===== src/rtl/psnc_pkg.sv =====
package psnc_pkg;

  localparam int PALETTE_ENTRIES_DEF = 256;

  localparam int COMP_W  = 6;
  localparam int ENTRY_W = 3 * COMP_W;
  localparam int IDX_W   = 8;
  localparam int LIGHT_W = 8;

  // c * (N - L) + N/2 stays below 2**14 for 6-bit c and 8-bit N
  localparam int PROD_W     = 14;
  localparam int DIV_STEPS  = PROD_W;
  localparam int DIV_CNT_W  = $clog2(DIV_STEPS);
  localparam int DIST_W     = 14;
  localparam int BEST_W     = DIST_W + 1;

  localparam logic [LIGHT_W-1:0] LIGHTS_RESET = 8'd32;
  localparam logic [BEST_W-1:0]  DIST_START   = 15'd32000;

  localparam logic KIND_WRITE  = 1'b0;
  localparam logic KIND_LOOKUP = 1'b1;

  typedef struct packed {
    logic               is_lookup;
    logic               drop;      // write beyond the palette
    logic               self_map;  // last color maps to itself
    logic               black;     // lookup of a color beyond the palette
    logic [IDX_W-1:0]   index;
    logic [COMP_W-1:0]  red;
    logic [COMP_W-1:0]  green;
    logic [COMP_W-1:0]  blue;
    logic [LIGHT_W-1:0] scale;     // N - clamped level
    logic [LIGHT_W-1:0] n;         // effective light count, never zero
  } cmd_t;

endpackage


===== src/rtl/psnc_back.sv =====
module psnc_back #(
  parameter int PALETTE_ENTRIES = psnc_pkg::PALETTE_ENTRIES_DEF,
  parameter int AW              = $clog2(PALETTE_ENTRIES)
) (
  input  logic                          clk,
  input  logic                          rst_n,
  input  logic                          head_vld,
  input  psnc_pkg::cmd_t                head,
  output logic                          pop,
  output logic                          ram_we,
  output logic [AW-1:0]                 ram_waddr,
  output logic [psnc_pkg::ENTRY_W-1:0]  ram_wdata,
  output logic [AW-1:0]                 ram_raddr,
  input  logic [psnc_pkg::ENTRY_W-1:0]  ram_rdata,
  output logic                          out_valid,
  input  logic                          out_stall,
  output logic [psnc_pkg::IDX_W-1:0]    out_best_index
);

  localparam logic [AW-1:0] LAST_IDX = AW'(PALETTE_ENTRIES - 2);
  localparam int CW = psnc_pkg::COMP_W;

  typedef enum logic [4:0] {
    S_IDLE = 5'b00001,
    S_SRC  = 5'b00010,
    S_DIV  = 5'b00100,
    S_SCAN = 5'b01000,
    S_OUT  = 5'b10000
  } state_t;

  state_t                              state_r, state_nxt;
  psnc_pkg::cmd_t                      cmd_r, cmd_nxt;
  logic [psnc_pkg::PROD_W-1:0]         num_r [3];
  logic [psnc_pkg::PROD_W-1:0]         num_nxt [3];
  logic [psnc_pkg::LIGHT_W-1:0]        rem_r [3];
  logic [psnc_pkg::LIGHT_W-1:0]        rem_nxt [3];
  logic [psnc_pkg::DIV_CNT_W-1:0]      div_cnt_r, div_cnt_nxt;
  logic [AW-1:0]                       scan_addr_r, scan_addr_nxt;
  logic                                issue_r, issue_nxt;
  logic                                rd_vld_r, rd_vld_nxt;
  logic [AW-1:0]                       rd_idx_r, rd_idx_nxt;
  logic                                dist_vld_r, dist_vld_nxt;
  logic [AW-1:0]                       dist_idx_r, dist_idx_nxt;
  logic [psnc_pkg::DIST_W-1:0]         dist_r, dist_nxt;
  logic [psnc_pkg::BEST_W-1:0]         best_dist_r, best_dist_nxt;
  logic [AW-1:0]                       best_idx_r, best_idx_nxt;
  logic [psnc_pkg::IDX_W-1:0]          out_idx_r, out_idx_nxt;

  logic [CW-1:0]                       src_comp [3];
  logic [CW-1:0]                       ent_comp [3];
  logic [CW-1:0]                       diff [3];
  logic [2*CW-1:0]                     sq [3];
  logic [psnc_pkg::LIGHT_W:0]          trial [3];
  logic                                upd;

  // entry components and per-lane distance terms
  always_comb begin
    ent_comp[0] = ram_rdata[3*CW-1:2*CW];
    ent_comp[1] = ram_rdata[2*CW-1:CW];
    ent_comp[2] = ram_rdata[CW-1:0];
    for (int l = 0; l < 3; l++) begin
      src_comp[l] = cmd_r.black ? '0 : ent_comp[l];
      diff[l] = (ent_comp[l] > num_r[l][CW-1:0]) ? (ent_comp[l] - num_r[l][CW-1:0])
                                                  : (num_r[l][CW-1:0] - ent_comp[l]);
      sq[l]    = (2*CW)'(diff[l]) * (2*CW)'(diff[l]);
      trial[l] = {rem_r[l], num_r[l][psnc_pkg::PROD_W-1]};
    end
    dist_nxt = psnc_pkg::DIST_W'(sq[0]) + psnc_pkg::DIST_W'(sq[1])
             + psnc_pkg::DIST_W'(sq[2]);
    upd = dist_vld_r && ({1'b0, dist_r} < best_dist_r);
  end

  always_comb begin
    state_nxt     = state_r;
    cmd_nxt       = cmd_r;
    div_cnt_nxt   = div_cnt_r;
    scan_addr_nxt = scan_addr_r;
    issue_nxt     = issue_r;
    rd_vld_nxt    = 1'b0;
    rd_idx_nxt    = scan_addr_r;
    dist_vld_nxt  = 1'b0;
    dist_idx_nxt  = rd_idx_r;
    best_dist_nxt = best_dist_r;
    best_idx_nxt  = best_idx_r;
    out_idx_nxt   = out_idx_r;
    for (int l = 0; l < 3; l++) begin
      num_nxt[l] = num_r[l];
      rem_nxt[l] = rem_r[l];
    end
    pop       = 1'b0;
    ram_we    = 1'b0;
    ram_waddr = AW'(head.index);
    ram_wdata = {head.red, head.green, head.blue};
    ram_raddr = AW'(head.index);

    case (state_r)
      S_IDLE: begin
        if (head_vld) begin
          pop     = 1'b1;
          cmd_nxt = head;
          if (!head.is_lookup) begin
            ram_we = !head.drop;
          end else if (head.self_map) begin
            out_idx_nxt = head.index;
            state_nxt   = S_OUT;
          end else begin
            state_nxt = S_SRC;
          end
        end
      end
      S_SRC: begin
        // source entry arrives; scale and add rounding term
        for (int l = 0; l < 3; l++) begin
          num_nxt[l] = psnc_pkg::PROD_W'(src_comp[l]) * psnc_pkg::PROD_W'(cmd_r.scale)
                     + psnc_pkg::PROD_W'(cmd_r.n[psnc_pkg::LIGHT_W-1:1]);
          rem_nxt[l] = '0;
        end
        div_cnt_nxt = '0;
        state_nxt   = S_DIV;
      end
      S_DIV: begin
        // restoring divide by N, one quotient bit per cycle on each lane
        for (int l = 0; l < 3; l++) begin
          if (trial[l] >= {1'b0, cmd_r.n}) begin
            rem_nxt[l] = psnc_pkg::LIGHT_W'(trial[l] - {1'b0, cmd_r.n});
            num_nxt[l] = {num_r[l][psnc_pkg::PROD_W-2:0], 1'b1};
          end else begin
            rem_nxt[l] = trial[l][psnc_pkg::LIGHT_W-1:0];
            num_nxt[l] = {num_r[l][psnc_pkg::PROD_W-2:0], 1'b0};
          end
        end
        div_cnt_nxt = div_cnt_r + 1'b1;
        if (div_cnt_r == psnc_pkg::DIV_CNT_W'(psnc_pkg::DIV_STEPS - 1)) begin
          scan_addr_nxt = '0;
          issue_nxt     = 1'b1;
          best_dist_nxt = psnc_pkg::DIST_START;
          best_idx_nxt  = '0;
          state_nxt     = S_SCAN;
        end
      end
      S_SCAN: begin
        // read -> distance register -> compare
        ram_raddr    = scan_addr_r;
        rd_vld_nxt   = issue_r;
        dist_vld_nxt = rd_vld_r;
        if (issue_r) begin
          scan_addr_nxt = scan_addr_r + 1'b1;
          if (scan_addr_r == LAST_IDX) begin
            issue_nxt = 1'b0;
          end
        end
        if (upd) begin
          best_dist_nxt = {1'b0, dist_r};
          best_idx_nxt  = dist_idx_r;
        end
        if (dist_vld_r && dist_idx_r == LAST_IDX) begin
          out_idx_nxt = upd ? psnc_pkg::IDX_W'(dist_idx_r) : psnc_pkg::IDX_W'(best_idx_r);
          state_nxt   = S_OUT;
        end
      end
      S_OUT: begin
        if (!out_stall) begin
          state_nxt = S_IDLE;
        end
      end
      default: begin
        state_nxt = S_IDLE;
      end
    endcase
  end

  assign out_valid      = (state_r == S_OUT);
  assign out_best_index = out_idx_r;

  always_ff @(posedge clk) begin
    if (!rst_n) begin
      state_r    <= S_IDLE;
      issue_r    <= 1'b0;
      rd_vld_r   <= 1'b0;
      dist_vld_r <= 1'b0;
    end else begin
      state_r    <= state_nxt;
      issue_r    <= issue_nxt;
      rd_vld_r   <= rd_vld_nxt;
      dist_vld_r <= dist_vld_nxt;
    end
  end

  always_ff @(posedge clk) begin
    cmd_r       <= cmd_nxt;
    div_cnt_r   <= div_cnt_nxt;
    scan_addr_r <= scan_addr_nxt;
    rd_idx_r    <= rd_idx_nxt;
    dist_idx_r  <= dist_idx_nxt;
    dist_r      <= dist_nxt;
    best_dist_r <= best_dist_nxt;
    best_idx_r  <= best_idx_nxt;
    out_idx_r   <= out_idx_nxt;
    for (int l = 0; l < 3; l++) begin
      num_r[l] <= num_nxt[l];
      rem_r[l] <= rem_nxt[l];
    end
  end

endmodule


===== config.mk =====
export PLATFORM = sky130hd
export DESIGN_NAME = psnc_back
export DESIGN_NICKNAME = d
export VERILOG_FILES = /design/src/rtl/psnc_pkg.sv /design/src/rtl/psnc_back.sv
export SDC_FILE = /design/constraint.sdc
export NUM_CORES = 1
export LEC_CHECK = 0
export BUFFER_PORTS_ARGS = -buffer_cell sky130_fd_sc_hd__buf_2
export CAP_MARGIN = 20
export CORE_ASPECT_RATIO = 1.25
export CORE_MARGIN = 2
export CORE_UTILIZATION = 30
export DETAILED_ROUTE_END_ITERATION = 8
export PLACE_DENSITY = 0.56
export RECOVER_POWER = 25
export SYNTH_ARGS = -nofsm -noshare
export SYNTH_HDL_FRONTEND = slang
export SYNTH_SLANG_ARGS = --single-unit

===== constraint.sdc =====
create_clock -name clk -period 21.8 [get_ports clk]
set_input_delay 3.27 -clock clk [delete_from_list [all_inputs] [get_ports clk]]
set_output_delay 3.27 -clock clk [all_outputs]
set_load 0.05 [all_outputs]

# --- Word level (Yosys, flattened, before mapping) ---
# Memory sizes are Yosys's and may differ from the RTL's.
# Cells that the tools add are included.
totals:
  register_bits: 98
  ram_bits: 66
  input_bits: 68
  n_memories: 2
mem_list:
  columns: ["memory", "depth", "word_bits", "read_ports", "rd_ports_with_merged_regs", "wr", "line_no", "text"]
  rows:
  - ["num_r", 3, 14, 3, 0, 3, "psnc_back.sv:33", "logic [psnc_pkg::PROD_W-1:0] num_r [3];"]
  - ["rem_r", 3, 8, 3, 0, 3, "psnc_back.sv:35", "logic [psnc_pkg::LIGHT_W-1:0] rem_r [3];"]
classes:
  n_addsub: 16
  mul: 6
  n_lt_le_gt_ge: 7
  eq_ne: 16
  muxes: 45
  reduce_logical: 13
op_table:
  columns: ["op", "n"]
  rows:
  - ["$mux 8", 11]
  - ["$pmux 42 s2", 1]
  - ["$pmux 24 s2", 1]
  - ["$pmux 8 s2", 3]
  - ["$add 14x7->14", 3]
  - ["$mul 6x8->14", 3]
  - ["$mul 6x6->12", 3]
  - ["$mux 6", 6]
  - ["$sub 6x6->6", 6]
  - ["$mux 15", 2]
  - ["$mux 5", 6]
  - ["$pmux 15 s2", 1]
  - ["$ge 9x8->1", 3]
  - ["$pmux 5 s5", 1]
  - ["$sub 8x8->8", 3]
  - ["$gt 6x6->1", 3]
  - ["$eq 8x8->1 const B", 2]
  - ["$ne 2x2->1 const B", 8]
  - ["$lt 14x15->1", 1]
  - ["$add 13x12->14", 1]
  - ["$add 12x12->13", 1]
  - ["$mux 1", 11]
  - ["$reduce_and 5->1", 2]
  - ["$add 8x1->8 const B", 1]
  - ["other kinds (14)", 20]

# --- Depth between registers and ports, before layout ---
logic_depth:
  word_depth: 5
  depth_mapped: 31

# --- Least setup slack after synthesis ---
# OpenSTA, ideal clock, no wires.
synth_path:
  kind: "in2reg"
  startpoint: "input ram_rdata[0] (netlist name)"
  endpoint: "register dist_r[13] (netlist name)"
  arrival_time_ps: 9692
  required_ps: 21728
  path_slack_ps: 12035
  path_stages: 31
  n_path_buf: 0
  path_cell_list: "inv_1 > ha_1 > inv_1 > fa_1 > a21o_1 > a21oi_1 > nand2b_4 > a21oi_4 > mux2i_1 > xor2_1 > inv_1 > nand2_1 > fa_1 > fa_1 > inv_1 > fa_1 > inv_1 > fa_1 > inv_1 > fa_1 > inv_1 > fa_1 > inv_1 > ha_1 > inv_1 > o21bai_1 > a211o_1 > a21oi_1 > nor2_1 > a311oi_1 > xnor2_1"
synth_between:
  elab_chain_len: 4
  elab_cells_between_ends: 6
  classes_between: "add/sub (3); mul (1); order compare (1); mux (1)"
synth_rtl:
  columns: ["element", "line_no", "text"]
  rows:
  - ["start, declared", "psnc_back.sv:14", "input logic [psnc_pkg::ENTRY_W-1:0] ram_rdata,"]
  - ["$sub 6x6->6 (tied with other cells)", "psnc_back.sv:64", ": (num_r[l][CW-1:0] - ent_comp[l]);"]
  - ["$mux 6 (*)", "psnc_back.sv:63", "diff[l] = (ent_comp[l] > num_r[l][CW-1:0]) ? (ent_comp[l] - num_r[l][CW-1:0])"]
  - ["$mul 6x6->12 (*)", "psnc_back.sv:65", "sq[l] = (2*CW)'(diff[l]) * (2*CW)'(diff[l]);"]
  - ["$add 13x12->14 (*)", "psnc_back.sv:69", "+ psnc_pkg::DIST_W'(sq[2]);"]
  - ["named net dist_nxt (one bit)", "psnc_back.sv:44", "logic [psnc_pkg::DIST_W-1:0] dist_r, dist_nxt;"]
  - ["end signal, assigned", "psnc_back.sv:195", "dist_r <= dist_nxt;"]
  - ["end, declared", "psnc_back.sv:44", null]
# The timed path passes the listed nets; every way through them passes the cells marked *.
# A chain may end at the register's enable or synchronous reset.

# --- Worst setup path in the final report ---
layout_path:
  startpoint: "input ram_rdata[14] (netlist name)"
  endpoint: "register dist_r[13] (netlist name)"
layout_between:
  elab_chain_len: 5
  elab_cells_between_ends: 7
  classes_between: "add/sub (4); mul (1); order compare (1); mux (1)"
layout_rtl:
  columns: ["element", "line_no", "text"]
  rows:
  - ["$sub 6x6->6 (tied with other cells)", "psnc_back.sv:64", null]
  - ["$mux 6 (*)", "psnc_back.sv:63", null]
  - ["$mul 6x6->12 (*)", "psnc_back.sv:65", null]
  - ["$add 12x12->13 (*)", "psnc_back.sv:68", "dist_nxt = psnc_pkg::DIST_W'(sq[0]) + psnc_pkg::DIST_W'(sq[1])"]
  - ["$add 13x12->14 (*)", "psnc_back.sv:69", null]
  - ["named net dist_nxt (one bit)", "psnc_back.sv:44", null]
# Marks and branches as above.

==> reports/results.ini <==
[floorplan]
row_count=97
dieArea_um2=58200
start_util_pct=30.2
die_w_um=216
ios=113
coreArea_um2=55800
die_h_um=269

[worst_setup_path]
rrSetupSlack_ps=14300
rr_startpoint=num_r[0][2]
critPathLaunchType=input pin
critical_path_class=in -> reg
worstPathArrival_ps=10410
worstRegToRegCells=26
cp-end-kind=flop
path_max_fanout=12
startpoint=ram_rdata[14]
reg2reg_to=dist_r[13]
required_ps=22170
crit_end=dist_r[13]

[sta]
hold_viol=0
finalMaxSlewViolations=154
setup_viol=0
slew_headroom_pct=-149
period_share_pct=46.1
fmax_mhz=99.6
fin_crit_ps=10040
hold_ws_ps=326
rsz0062_at_grt=no
skew_ps=13.7
worst_slack_ps=11760
finalSetupTns_ps=0
worst_pin_slew_ps=3730

[clocking]
cts_setup_buffers=0
post_cts_resized=0
clk_latency_ps=460
postCtsHoldBufs=0
cts_root_buf=clkbuf_16
path_clk_slew_ps=80
numCtsBuffers=17
clock-sinks=164
cts_tree=yes
cts_buffer_depth=2
h-tree-depth=4

[synthesis]
synth-edff-count=126
synth_fp_nets=2225
synth_area_leaders=edfxtp_1 (22%), fa_1 (18%), ha_1 (16%)
postSynthCellCount=1791
synth_area_per_cell_um2=9.43
synth.yosys.seq_area_share_pct=26.9
synth_seq_cells=164
synth_flop_cell=edfxtp_1
synth_top_area_share_pct=22.4
synth.largest_area_cell=edfxtp_1
ys_warn_count=0
syn_area_um2=16900
postSynth.asyncResetShare_pct=0
synth_cell_types=69

[placed_design]
gp_congestion=0.850
port_buffers=76
dpl_worst_slack_ps=11340
dp_hpwl_um=31100

[global_route]
antenna_found_initial=3
grt_max_degree=82
grt_pass1_wl_um=64100
grt.overflow.total=0
track_usage_pct=13.9
grt_pass1_vias=12800

[drt]
totalWireLength_um=39300
firstDrtPassIters=5
wire_per_inst_um=15.2
drc_errors=0
routed_via_density=4.70
vias=12200
met1Wirelength_um=16200
top_layer_used=met4
wl_met2_um=20900
drt-initial-drc-count=591
met3_length_um=982
ant_nets=0

[cells_and_area]
fin_nets=2265
final_cell_mix=inv_1 (292), ha_1 (210), nand2_1 (208)
drive_above_1_share_pct=7.54
final_common_cell=inv_1
syn2layout_area_growth_pct=9.75

[run_status]
violations=capacitance limit, slew limit
status=finished with violations

[pwr]
peakVddDrop_uv=251
p_leak_nw=8.74
power_density_nw_per_um2=156

[flow_run]
cap_violations=2

[min_path]
whs_path_depth=0
min_path_type=reg -> reg

-- flip-flops by register name, summed over array words and instances (netlist names) --
| signal | flops |
|---|---|
| rd_idx_nxt | 8 |
| issue_r | 1 |
| best_dist_r | 15 |
| cmd_r | 17 |
| state_r | 5 |
| div_cnt_r | 4 |
| dist_idx_r | 8 |
| best_idx_r | 8 |
| num_r | 42 |
| rd_vld_r | 1 |
| dist_r | 14 |
| rem_r | 24 |
| dist_vld_r | 1 |
| out_best_index | 8 |
| dist_idx_nxt | 8 |
-- metrics by stage --
step	instances	utilization (%)	instance area, um2	power (mW)
2_1_floorplan	1791	-	16900	2.11
3_3_place_gp	2554	32.1	17900	2.58
3_5_place_dp	2554	32.1	17900	2.63
4_1_cts	2586	33.2	18500	2.97
5_1_grt	2589	33.2	18500	3.25
6_report	2589	33.2	18500	2.90
-- cells in the mapped netlist, types with 3 or more instances --
master and count:
inv_1 292, ha_1 210, nand2_1 208, fa_1 156, nor2_1 133, edfxtp_1 126, a21oi_1 94, o21ai_0 69
and2_1 59, xnor2_1 43, dfxtp_1 38, clkbuf_1 35, xor2_1 32, buf_4 28, a21o_1 27, nand2b_1 25
mux2i_1 24, nor2b_1 20, nand3_1 16, o21a_1 13, a211oi_1 10, nor3_1 9, o21bai_1 9, nor3b_1 8
o22ai_1 8, a21boi_0 7, a31oi_1 6, o31ai_1 6, or3_1 6, a211o_1 5, and3_1 5, or2_1 5
or2_2 4, a221oi_1 3, buf_2 3, nand3b_1 3, nand4_1 3, o211ai_1 3, o41ai_1 3
-- logic make-up (layout without fill, tap and decap cells) --
family | count (synthesis) | in the layout | share of synthesized area, %
AOI/OAI and AO/OA | 283 | 283 | 10.5
xor gates and xnor gates | 76 | 76 | 3.99
adders and majority gates | 366 | 366 | 34.1
buffers and inverters | 362 | 415 | 8.81
DFF | 164 | 164 | 26.9
muxes | 27 | 27 | 1.69
other | 0 | 3 | 0
and+or+nand+nor | 513 | 513 | 14.0
-- power by group --
part / internal [mW] / switching, mW
registers: 0.419 / 0.0218
logic: 0.921 / 1.22
clock network: 0.163 / 0.157
-- final cells by class --
| type | instances | area [um2] |
|---|---|---|
| inverter | 293 | 1100 |
| clock inverter | 14 | 173 |
| tap | 742 | 928 |
| clock buffer | 18 | 450 |
| timing repair buffer | 90 | 474 |
| antenna | 3 | 7.51 |
| multi-input combinational | 1265 | 10900 |
| fill | 5760 | 37300 |
| sequential | 164 | 4540 |
-- metal layers --
layer | global-route usage, % | up-vias
li1 | - | 5921
met1 | 15.8 | 6015
met2 | 25.8 | 172
met3 | 1.92 | 53
met4 | 5.88 | 0
met5 | 0 | -
-- how the worst min path moves through the flow --
stage          slack (ps)       startpoint             to
6_report              330  dist_idx_nxt[6]  dist_idx_r[6]
5_1_grt               330  dist_idx_nxt[5]  dist_idx_r[5]
4_1_cts               330  dist_idx_nxt[6]  dist_idx_r[6]
3_5_place_dp          310  dist_idx_nxt[5]  dist_idx_r[5]
3_3_place_gp          310  dist_idx_nxt[7]  dist_idx_r[7]
2_1_floorplan         310  dist_idx_nxt[0]  dist_idx_r[0]
-- worst max-delay path, cell delays in order --
cell and delay (ps):
buf_2 90, inv_1 50, ha_1 510, o21ai_0 190, a21boi_0 350, nor4b_1 90, a211oi_1 560, o21ai_0 290
nand2_1 140, fa_1 500, fa_1 560, inv_1 50, fa_1 500, inv_1 50, fa_1 530, inv_1 50
fa_1 490, inv_1 50, fa_1 480, inv_1 40, ha_1 310, inv_1 70, o21bai_1 80, a211o_1 290
a21oi_1 220, nor2_1 100, a311oi_1 310, xnor2_1 170
Power figures use the tool's default switching activity.
