==> config.mk <==
export PLATFORM = sky130hd
export DESIGN_NAME = psnc_front
export DESIGN_NICKNAME = d
export VERILOG_FILES = /design/src/rtl/psnc_pkg.sv /design/src/rtl/psnc_front.sv
export SDC_FILE = /design/constraint.sdc
export NUM_CORES = 1
export LEC_CHECK = 0
export BUFFER_PORTS_ARGS = -buffer_cell sky130_fd_sc_hd__buf_2
export CORE_UTILIZATION = 35
export DETAILED_ROUTE_END_ITERATION = 8
export PLACE_DENSITY = 0.61
export SYNTH_ARGS = -nofsm -noshare
export SYNTH_HDL_FRONTEND = slang
export SYNTH_SLANG_ARGS = --single-unit
==> constraint.sdc <==
create_clock -name clk -period 3.8 [get_ports clk]
set_input_delay 0.38 -clock clk [delete_from_list [all_inputs] [get_ports clk]]
set_output_delay 0.38 -clock clk [all_outputs]
set_load 0.1 [all_outputs]
==> src/rtl/psnc_pkg.sv <==
package psnc_pkg;

  localparam int PALETTE_ENTRIES_DEF = 256;

  localparam int COMP_W  = 6;
  localparam int ENTRY_W = 3 * COMP_W;
  localparam int IDX_W   = 8;
  localparam int LIGHT_W = 8;

  // c * (N - L) + N/2 stays below 2**14 for 6-bit c and 8-bit N
  localparam int PROD_W     = 14;
  localparam int DIV_STEPS  = PROD_W;
  localparam int DIV_CNT_W  = $clog2(DIV_STEPS);
  localparam int DIST_W     = 14;
  localparam int BEST_W     = DIST_W + 1;

  localparam logic [LIGHT_W-1:0] LIGHTS_RESET = 8'd32;
  localparam logic [BEST_W-1:0]  DIST_START   = 15'd32000;

  localparam logic KIND_WRITE  = 1'b0;
  localparam logic KIND_LOOKUP = 1'b1;

  typedef struct packed {
    logic               is_lookup;
    logic               drop;      // write beyond the palette
    logic               self_map;  // last color maps to itself
    logic               black;     // lookup of a color beyond the palette
    logic [IDX_W-1:0]   index;
    logic [COMP_W-1:0]  red;
    logic [COMP_W-1:0]  green;
    logic [COMP_W-1:0]  blue;
    logic [LIGHT_W-1:0] scale;     // N - clamped level
    logic [LIGHT_W-1:0] n;         // effective light count, never zero
  } cmd_t;

endpackage

==> src/rtl/psnc_front.sv <==
module psnc_front #(
  parameter int PALETTE_ENTRIES = psnc_pkg::PALETTE_ENTRIES_DEF
) (
  input  logic                           clk,
  input  logic                           rst_n,
  input  logic                           in_valid,
  output logic                           in_stall,
  input  logic                           in_kind,
  input  logic [psnc_pkg::IDX_W-1:0]     in_entry_index,
  input  logic [psnc_pkg::COMP_W-1:0]    in_red,
  input  logic [psnc_pkg::COMP_W-1:0]    in_green,
  input  logic [psnc_pkg::COMP_W-1:0]    in_blue,
  input  logic [psnc_pkg::LIGHT_W-1:0]   in_light_level,
  input  logic [psnc_pkg::IDX_W-1:0]     in_color_index,
  input  logic [psnc_pkg::LIGHT_W-1:0]   num_lights,
  input  logic                           pop,
  output logic                           head_vld,
  output psnc_pkg::cmd_t                 head
);

  // two-entry queue toward the back end
  psnc_pkg::cmd_t q_r [2];
  logic           wr_ptr_r, wr_ptr_nxt;
  logic           rd_ptr_r, rd_ptr_nxt;
  logic [1:0]     cnt_r, cnt_nxt;

  psnc_pkg::cmd_t                 cmd;
  logic [psnc_pkg::LIGHT_W-1:0]   n_eff;
  logic [psnc_pkg::LIGHT_W-1:0]   lvl;
  logic                           push;

  always_comb begin
    n_eff = (num_lights == '0) ? psnc_pkg::LIGHT_W'(1) : num_lights;
    lvl   = (in_light_level > n_eff) ? n_eff : in_light_level;

    cmd.is_lookup = (in_kind == psnc_pkg::KIND_LOOKUP);
    cmd.drop      = (32'(in_entry_index) >= 32'(PALETTE_ENTRIES));
    cmd.self_map  = (32'(in_color_index) == 32'(PALETTE_ENTRIES - 1));
    cmd.black     = (32'(in_color_index) >= 32'(PALETTE_ENTRIES));
    cmd.index     = (in_kind == psnc_pkg::KIND_LOOKUP) ? in_color_index : in_entry_index;
    cmd.red       = in_red;
    cmd.green     = in_green;
    cmd.blue      = in_blue;
    cmd.scale     = n_eff - lvl;
    cmd.n         = n_eff;
  end

  assign in_stall = (cnt_r == 2'd2);
  assign push     = in_valid && !in_stall;
  assign head_vld = (cnt_r != 2'd0);
  assign head     = q_r[rd_ptr_r];

  always_comb begin
    wr_ptr_nxt = push ? !wr_ptr_r : wr_ptr_r;
    rd_ptr_nxt = pop  ? !rd_ptr_r : rd_ptr_r;
    cnt_nxt    = cnt_r + 2'(push) - 2'(pop);
  end

  always_ff @(posedge clk) begin
    if (!rst_n) begin
      wr_ptr_r <= 1'b0;
      rd_ptr_r <= 1'b0;
      cnt_r    <= 2'd0;
    end else begin
      wr_ptr_r <= wr_ptr_nxt;
      rd_ptr_r <= rd_ptr_nxt;
      cnt_r    <= cnt_nxt;
    end
  end

  always_ff @(posedge clk) begin
    if (push) begin
      q_r[wr_ptr_r] <= cmd;
    end
  end

endmodule

[After elaboration in Yosys (flattened, before gate mapping)]
Memories as Yosys holds them, arrays and structs flattened. A register that Yosys moved wholly into a read port is not among the register bits.
Index checks and enable logic that the tools add are counted.
Storage, ports and cells
  logic and storage cells: 23
  bits of input ports: 55
  bits in writable memories: 88
  output and inout port bits: 48
  register bits: 4
  memories kept: 1
Cells by class
  add/sub/neg operators: 3
  reduce and logical (&&, ||, !) cells: 6
  muxes and demuxes: 7
  eq/ne operators: 2
  order comparisons: 1
Memory list
  q_r: depth 2, bits a word 44, rd ports 1, clocked after Yosys merged registers in 1, wr ports 1, RTL line psnc_front.sv:22  | psnc_pkg::cmd_t q_r [2];
Operator list (count)
  $mux W8: 3
  $eq A8 B8 Y1 const B: 1
  $gt A8 B8 Y1: 1
  $logic_not A8 Y1: 1
  $sub A8 B8 Y8: 1
  $mux W1: 4
  $logic_not A1 Y1: 3
  $add A2 B1 Y2: 1
  $eq A2 B2 Y1 const B: 1
  $reduce_bool A2 Y1: 1
  $sub A2 B1 Y2: 1
  $logic_and A1 B1 Y1: 1

[Longest topological paths before layout]
Gate-level depths: netlist (run 1).
  depth after elaboration: 5
  gate-level depth with buffers: 16
  depth with buffers taken out: 16

[Least setup slack after synthesis (run 1)]
Ideal clock, no wire load.
  kind: input port to flip-flop
  start point: input num_lights[7] in the netlist's numbering
  end point: memory q_r[0][15] in the netlist's numbering, data pin
  arrival time: 3.271 ns
  setup slack: 0.259 ns
  data required time: 3.530 ns
  library setup time: 0.270 ns
  stages on the path: 14
  buffers on the path: 0
  cells stage by stage: nor4_1 > a41o_1 > ha_1 > nor2b_1 > o211ai_1 > a211oi_1 > nor2_2 > mux2i_1 > ha_1 > nor2b_1 > o31a_1 > or4_1 > a31oi_1 > xor2_1
RTL lines
  start: declaration: RTL line psnc_front.sv:15  | input logic [psnc_pkg::LIGHT_W-1:0] num_lights,
  end: declaration: RTL line psnc_front.sv:22

==> results of run 1 <==
synthesized netlist by cell type:
library cell               instances
sky130_fd_sc_hd__edfxtp_1         88
sky130_fd_sc_hd__mux2_2           52
sky130_fd_sc_hd__ha_1             17
sky130_fd_sc_hd__inv_1            15
sky130_fd_sc_hd__clkbuf_1         12
sky130_fd_sc_hd__mux2i_1           7
sky130_fd_sc_hd__xnor2_1           6
sky130_fd_sc_hd__a21oi_1           5
sky130_fd_sc_hd__and2_1            5
sky130_fd_sc_hd__dfxtp_1           5
sky130_fd_sc_hd__nor2_1            5
sky130_fd_sc_hd__nand4_1           4
sky130_fd_sc_hd__o21a_1            3
sky130_fd_sc_hd__xor2_1            3
sky130_fd_sc_hd__buf_4             2
sky130_fd_sc_hd__nand2b_1          2
sky130_fd_sc_hd__nor2b_1           2
sky130_fd_sc_hd__o211ai_1          2
sky130_fd_sc_hd__o21ai_0           2
sky130_fd_sc_hd__a211o_1           1
sky130_fd_sc_hd__a211oi_1          1
sky130_fd_sc_hd__a21o_1            1
sky130_fd_sc_hd__a31oi_1           1
sky130_fd_sc_hd__a41o_1            1
sky130_fd_sc_hd__and3_1            1
sky130_fd_sc_hd__buf_1             1
sky130_fd_sc_hd__conb_1            1
sky130_fd_sc_hd__fa_1              1
sky130_fd_sc_hd__nand2_1           1
sky130_fd_sc_hd__nor2_2            1
sky130_fd_sc_hd__nor3_1            1
sky130_fd_sc_hd__nor4_1            1
sky130_fd_sc_hd__o21bai_1          1
sky130_fd_sc_hd__o31a_1            1
sky130_fd_sc_hd__or2_2             1
sky130_fd_sc_hd__or4_1             1
path summary, 6_finish.rpt:
path                                             from                    to  cells after the start
worst min register to register  rd_ptr_r$_SDFFE_PN0P_             flip-flop                      2
worst max register to register    cnt_r[0]$_SDFF_PN0_  q_r[0][28]$_DFFE_PP_                      4
worst max-delay path                    num_lights[7]  q_r[0][15]$_DFFE_PP_                     15
worst min-delay path                      in_green[0]  q_r[0][22]$_DFFE_PP_                      1
flip-flops by register name (all words and copies together) (netlist names), named ones only:
register and flops:
wr_ptr_r 1, cnt_r 2, q_r 88, rd_ptr_r 1
critical path: cells and delay by family:
kind	cells	cell delay, ns
xor+xnor	1	0.10
buf+inv	1	0.13
fa+ha+maj	2	0.50
mux	1	0.22
compound gates	4	0.99
simple gates	6	1.13
cells by family (layout without fill, tap and decap cells):
logic type	count (synthesis)	count (layout)	share of synthesized area
multiplexers	59	59	0.1598
adder cells (fa/ha/maj)	18	18	0.05671
AND/OR/NAND/NOR	25	25	0.03445
AO/OA/AOI/OAI	19	19	0.03140
XOR/XNOR	9	9	0.01921
flip-flops	93	93	0.6683
other	1	2	0.0009138
buffers and inverters	30	137	0.02926
metal layers:
metal,global-route usage,part of all wire
met1,0.1488,0.43
met2,0.2245,0.50
met3,0.03292,0.048
met4,0.07049,0.021
met5,0,0
cell type report:
class / instances / area share
Inverter: 15 / 0.01096
Clock buffer: 10 / 0.04456
Sequential cell: 93 / 0.5340
Multi-Input combinational cell: 132 / 0.2440
Clock inverter: 5 / 0.02411
Timing Repair Buffer: 107 / 0.1076
Tap cell: 143 / 0.03482
power groups by stage:
stage	registers, mW	logic, mW	clock network (mW)
6_report	1.36	1.25	1.05
5_1_grt	1.38	1.31	1.13
4_1_cts	1.36	1.26	1.08
3_5_place_dp	1.39	1.26	0
3_3_place_gp	1.38	1.25	0
2_1_floorplan	1.36	1.08	0
through the flow:
step,utilization,std cells,power (mW)
after floorplan,-,255,2.437
final,0.4500,505,3.659
after detailed placement,0.4191,490,2.645
after global routing,0.4500,505,3.817
after CTS,0.4500,505,3.706
after global placement,0.4191,490,2.628
==> metrics list, run 1 <==
* Setup Buffers After CTS: 0
- CTS tree: done
* Leakage dissipation: 2.052 nW
- Number of buffers added to fix hold violations after cts: 0
- The number of antenna violations at the first check in global routing was 0.
* Post-route setup slack: 0.4117 ns
- Library cell appearing most often on the critical path: sky130_fd_sc_hd__ha_1
- The net count of the finished layout is 431.
- Layout area overhead: 25.21%
- Area of the multi-input gates: 1254 sq um
- Fraction of final layout cells with drive strength greater than 1: 0.4890
- Arrival time of data at the critical path endpoint: 3.46 ns
- First-pass GRT wire length: 11400 um
- Number of instances in the synthesized netlist: 254
- In this run the power density over the cells is 712.1 nW/um^2.
- # H-tree levels: 3
- Of the total power, the share spent switching nets is 0.3793.
- The number of pins exceeding their max-slew limit in the final report came to 0.
* Critical path peak fanout: 5
* Gate power share: 0.341
* GP Congestion: 0.7788
- Clock tree synthesis inserted a total of 9 buffers.
* Filler Cell Count: 1074
- Warning count from the yosys run: 0
- GR Overflow Total: 0
- Cell taking the most area after synthesis: sky130_fd_sc_hd__edfxtp_1
- Setup TNS Final: 0 ns
- Crit path launch type: input pin
* Maxcap violations: 0
- Pin count of the biggest net entering global routing: 45
* CP required: 3.87 ns
* Hold_ws: 0.2276 ns
- Post-synth top area share: 0.6439
- The signal on the critical path passes through buf_2, nor4_1, a41o_1, ha_1, nand4_1, nor2_1, a211oi_1, nor2_2, mux2i_1, ha_1, nor2b_1, o31a_1, or4_1, a31oi_1, xor2_1.
* Average via count per standard cell: 4.691
- Number of resized instances in the post-cts repair step: 0
* Time the worst path needs with I/O delays and setup: 3.388 ns
* Via count of the first global-routing pass: 2396
- Largest cells by area after synthesis: sky130_fd_sc_hd__edfxtp_1 64%, sky130_fd_sc_hd__mux2_2 14%, sky130_fd_sc_hd__ha_1 5.2%
- Setup repair after global routing left no endpoint under its margin.
- Clock Skews: 0.004843 ns
* Number of remaining DRC errors: 0
- Power share of the sequential group: 0.372
- For this block, the via count after detailed routing is 2369.
* Num rows: 39
- In the layout the commonest cells are 100 x sky130_fd_sc_hd__buf_2, 88 x sky130_fd_sc_hd__edfxtp_1, 52 x sky130_fd_sc_hd__mux2_2, 17 x sky130_fd_sc_hd__ha_1, 15 x sky130_fd_sc_hd__inv_1.
- Clock power share: 0.287
- Registers take 2744 sq um.
- CTS root buf: sky130_fd_sc_hd__clkbuf_16
- Sink Count: 93
* Std-Cell Core Area: 11420 sq um
- Setup slack on the worst reg-to-reg path comes out at 1.85 ns.
- Post-route antenna net violation count: 0
* Min-Delay Path Class: in2reg
* Number of distinct standard cells referenced by the synthesized netlist: 36
- Sequential share of the synthesized area: 0.6683
- Delay contributed by the slowest stage of the critical path: 0.40 ns
* Net load switching power: 1.388 mW
- Detailed placement HPWL: 5148 um
* Worst voltage drop across the vdd grid: 0.2735 mV
- Overall die width: 110.3 um
- Type of the worst setup path: in2reg
* Most common cell after layout, fill and taps aside: sky130_fd_sc_hd__buf_2
- Syn_area_per_cell: 16.16 sq um
* Slew Limit Headroom: 0.2721
- Post-Place Worst Slack: 0.05814 ns
- The pre-antenna-repair detailed-routing pass consisted of 4 iterations.
- Wires add up to 7451 um.
* Period Utilization, post-route: 0.8917
- Combined area of all synthesized cells: 4104 sq um
- 103 I/O pins were placed.
- Die Y: 110.3 um
- After detailed routing, the average wire length per cell comes to 14.75 um.
- The number of antenna diodes in the final layout is 0.
- Worst slew pin tran: 1.092 ns
* Crit path capture type: flip-flop
- GR Util All Layers: 0.1306
* Crit-path slowest cell: sky130_fd_sc_hd__or4_1
- Number of hold-slack violations in the final timing report: 0
- The detailed router finished its first iteration with 87 violations.
* Setup-failing EPs final: 0
* Achievable Freq: 0.2951 GHz
* Starting utilization of the core area: 0.3594
- Cell internal power was estimated by the tool at 2.271 mW.
- After detailed placement, the total cell area comes to 4786 sq um.
* Buffer levels on the longest clock path: 2
* Area of all placed cells without fillers: 5139 sq um
- Synthesis inferred 93 register bits.
- Port bufs: 100
- The run finished with clean final reports.
* Register clock-pin slew on the reported worst setup and hold paths: 0.06 ns
- At the later pin of the worst-skew pair, clock insertion delay measures 0.34 ns.
* Die Outline Area: 12160 sq um
(Power assumes the default switching activity.)
==> run 2: changes to the inputs <==
==> config.mk (replaced) <==
export PLATFORM = sky130hd
export DESIGN_NAME = psnc_front
export DESIGN_NICKNAME = d
export VERILOG_FILES = /design/src/rtl/psnc_pkg.sv /design/src/rtl/psnc_front.sv
export SDC_FILE = /design/constraint.sdc
export NUM_CORES = 1
export LEC_CHECK = 0
export BUFFER_PORTS_ARGS = -buffer_cell sky130_fd_sc_hd__clkbuf_2
export CORE_UTILIZATION = 30
export CTS_BUF_LIST = sky130_fd_sc_hd__clkbuf_16
export DETAILED_ROUTE_END_ITERATION = 8
export PLACE_DENSITY = 0.55
export SYNTH_ARGS = -nofsm -noshare
export SYNTH_HDL_FRONTEND = slang
export SYNTH_SLANG_ARGS = --single-unit
==> metrics list, run 2 (synthesis gave the netlist of run 1 again) <==
- For the worst setup path, the data arrival time is 3.48 ns.
- Headroom to the max-slew limit came out at 0.2548.
- GR Overflow Total: 0
- The first global-routing pass estimated 12500 um of wire.
- Max-cap violations in this run came to 0.
* CTS tree: done
- Across all layers, the routed design uses 2365 vias.
- Of all nets on the critical path, the largest fanout is 6.
- The critical path goes through clkbuf_2, nor4_1, a41o_1, ha_1, nand4_1, nor2_1, a211oi_1, nor2_2, mux2i_1, ha_1, nor2b_1, o31a_1, or4_1, a31oi_1, xor2_1.
- The detailed router finished its first iteration with 110 violations.
- The endpoint identified for the worst register-to-register timing path is q_r[0][11]$_DFFE_PP_.
- The final layout contains routed wiring with a total length of 7712 um.
- The die is 119.0 um tall.
- Of the total power, the share spent switching nets is 0.3819.
- Buffers inserted during clock tree synthesis total 9.
* Crit path capture type: flip-flop
- Setup Buffers After CTS: 0
- In this run the power density over the cells is 709.4 nW/um^2.
- Status: finished, final reports clean
- Of the total power, the clock network draws 0.287.
* Leakage dissipation: 2.069 nW
- For this run, the total global-route usage over all layers was measured as 0.1177.
- Die Outline Area: 14150 sq um
- Number of resized instances in the post-cts repair step: 0
- CTS root buf: sky130_fd_sc_hd__clkbuf_16
- # H-tree levels: 3
- Flip-flop count of the largest register, all copies and words added: 88
- In the layout the commonest cells are 100 x sky130_fd_sc_hd__clkbuf_2, 88 x sky130_fd_sc_hd__edfxtp_1, 52 x sky130_fd_sc_hd__mux2_2, 17 x sky130_fd_sc_hd__inv_1, 17 x sky130_fd_sc_hd__ha_1.
* Area of all placed cells without fillers: 5161 sq um
- Library cell appearing most often on the critical path: sky130_fd_sc_hd__ha_1
- Worst voltage drop across the vdd grid: 0.2028 mV
- Setup TNS Final: 0 ns
- The number of pins exceeding their max-slew limit in the final report was 0.
- The congestion estimate from routability-driven global placement came to 0.8027.
- The clock net in this run drives a total of 93 sinks.
- For this run, design rule violations remaining after detail routing come to 0.
* Period Utilization, post-route: 0.8998
* Via count of the first global-routing pass: 2447
- For this run, the top clock speed supported by timing is 0.2925 GHz.
- The die is 119.0 um wide.
* Pin count of the biggest net entering global routing: 45
* Routed WL per cell: 14.39 um
- Post-route antenna net violation count: 0
- Crit path launch type: input pin
* Number of placed I/O pins: 103
- More flip-flops sit in one register than any other, and that register is q_r.
* Number of hold-slack violations in the final timing report: 0
* Starting utilization of the core area: 0.3087
- Leaving out fill and tap cells, the most frequent cell in the layout is sky130_fd_sc_hd__clkbuf_2.
- 0 antenna diodes ended up in the layout.
- Flop-to-flop setup slack: 1.79 ns
- Port bufs: 100
* Worst slew pin tran: 1.118 ns
- For this run, global-route usage on met2 was measured as 0.1977.
* Gate power share: 0.344
- M1 GR Usage: 0.1408
- Fraction of final layout cells with drive strength greater than 1: 0.4833
- Met3 track utilization from global routing: 0.02251
- Critical path origin: num_lights[6]
* Setup-failing EPs final: 0
- In this run the most used layer during global routing was met2.
* Buffer levels on the longest clock path: 2
- Summed over all nets, the switching power comes to 1.398 mW.
* Clock latency of the later-clocked register in the worst-skew pair: 0.33 ns
* Power share of the sequential group: 0.369
- The slowest stage of the critical path is the sky130_fd_sc_hd__or4_1 cell.
- The number of antenna violations at the first check in global routing came to 0.
- Layout area overhead: 25.76%
- Clock skew on the completed layout was measured at 0.006018 ns.
- Internal portion of total power: 2.263 mW
- Average via count per standard cell: 4.412
* Count of cells along the worst register-to-register path: 4
* Filler Cell Count: 1274
- Before antenna repair, the detailed router went through 4 iterations.
- After detailed placement, the total cell area comes to 4805 sq um.
- Total number of nets in the final design: 428
- # placed instances: 520
- The path class of the tightest hold or removal check is in2reg.
- After clock tree synthesis, the flow added hold-fix buffers numbering 0.
- Setup repair after global routing missed its margin: false
- Num rows: 42
- CP required: 3.86 ns
* Startpoint of the most critical register-to-register path: cnt_r[0]$_SDFF_PN0_
- Detailed placement HPWL: 5497 um
- The smallest clock period supported by the final layout is computed as 3.419 ns.
* Register clock-pin slew on the reported worst setup and hold paths: 0.06 ns
* Number of cells in the finished layout apart from fillers: 536
- Delay contributed by the slowest stage of the critical path: 0.40 ns
* Std-Cell Core Area: 13300 sq um
- The critical path in this run is classified as in2reg.
- Biggest registers after layout: q_r (88), cnt_r (2)
- Crit path to: q_r[0][15]$_DFFE_PP_
## run 2: cell types whose count changed in the layout (fill, tap and decap cells not counted)
cell	change
sky130_fd_sc_hd__clkbuf_1	-1
sky130_fd_sc_hd__buf_2	-100
sky130_fd_sc_hd__inv_1	+2
sky130_fd_sc_hd__clkbuf_2	+100
sky130_fd_sc_hd__buf_4	-3
## run 2: layer usage
metal / part of all wire / vias up
met3: 0.044 / 7
met2: 0.51 / 64
met1: 0.43 / 1142
met5: 0 / -
li1: - / 1152
met4: 0.014 / 0
## run 2: power groups by stage
stage | Clock (mW) | Combinational (mW) | Sequential (mW)
floorplan | 0 | 1.08 | 1.36
global placement | 0 | 1.27 | 1.37
detailed placement | 0 | 1.28 | 1.38
CTS | 1.08 | 1.28 | 1.35
global route | 1.13 | 1.32 | 1.37
finish | 1.05 | 1.26 | 1.35
## run 2: cell type report
type	instances	area, sq um	area share
Sequential cell	93	2744	0.5316
Multi-Input combinational cell	132	1254	0.2429
Timing Repair Buffer	104	530.5	0.1028
Clock buffer	9	225.2	0.04364
Tap cell	176	220.2	0.04267
Clock inverter	7	131.4	0.02545
Inverter	15	56.30	0.01091
## run 2: worst min-delay path by stage
stage / startpoint / endpoint / slack [ns] / cells past startpoint
final: in_green[0] / q_r[1][22]$_DFFE_PP_ / 0.24 / 1
after CTS: in_green[0] / q_r[1][22]$_DFFE_PP_ / 0.22 / 1
after detailed placement: rd_ptr_r$_SDFFE_PN0P_ / flip-flop / 0.57 / 2
after global placement: rd_ptr_r$_SDFFE_PN0P_ / rd_ptr_r$_SDFFE_PN0P_ / 0.57 / 2
after floorplan: in_blue[0] / q_r[0][16]$_DFFE_PP_ / 0.48 / 0
after global routing: in_green[0] / q_r[1][22]$_DFFE_PP_ / 0.22 / 1
## run 2: metrics by stage
stage	utilization	hold slack (ns)	total power [mW]	setup slack [ns]
after floorplan	-	0.4789	2.437	0.2589
after global placement	0.3614	0.5692	2.635	0.1141
after detailed placement	0.3614	0.5739	2.653	0.04274
after CTS	0.3882	0.2171	3.715	0.3915
after global routing	0.3882	0.2212	3.821	0.1610
final	0.3882	0.2370	3.662	0.3807
## run 2: critical path: cells and delay by family
family          cells  cell delay (ns)
compound gates      4             1.02
mux                 1             0.23
buf+inv             1             0.13
xor+xnor            1             0.11
simple gates        6             1.06
fa+ha+maj           2             0.52
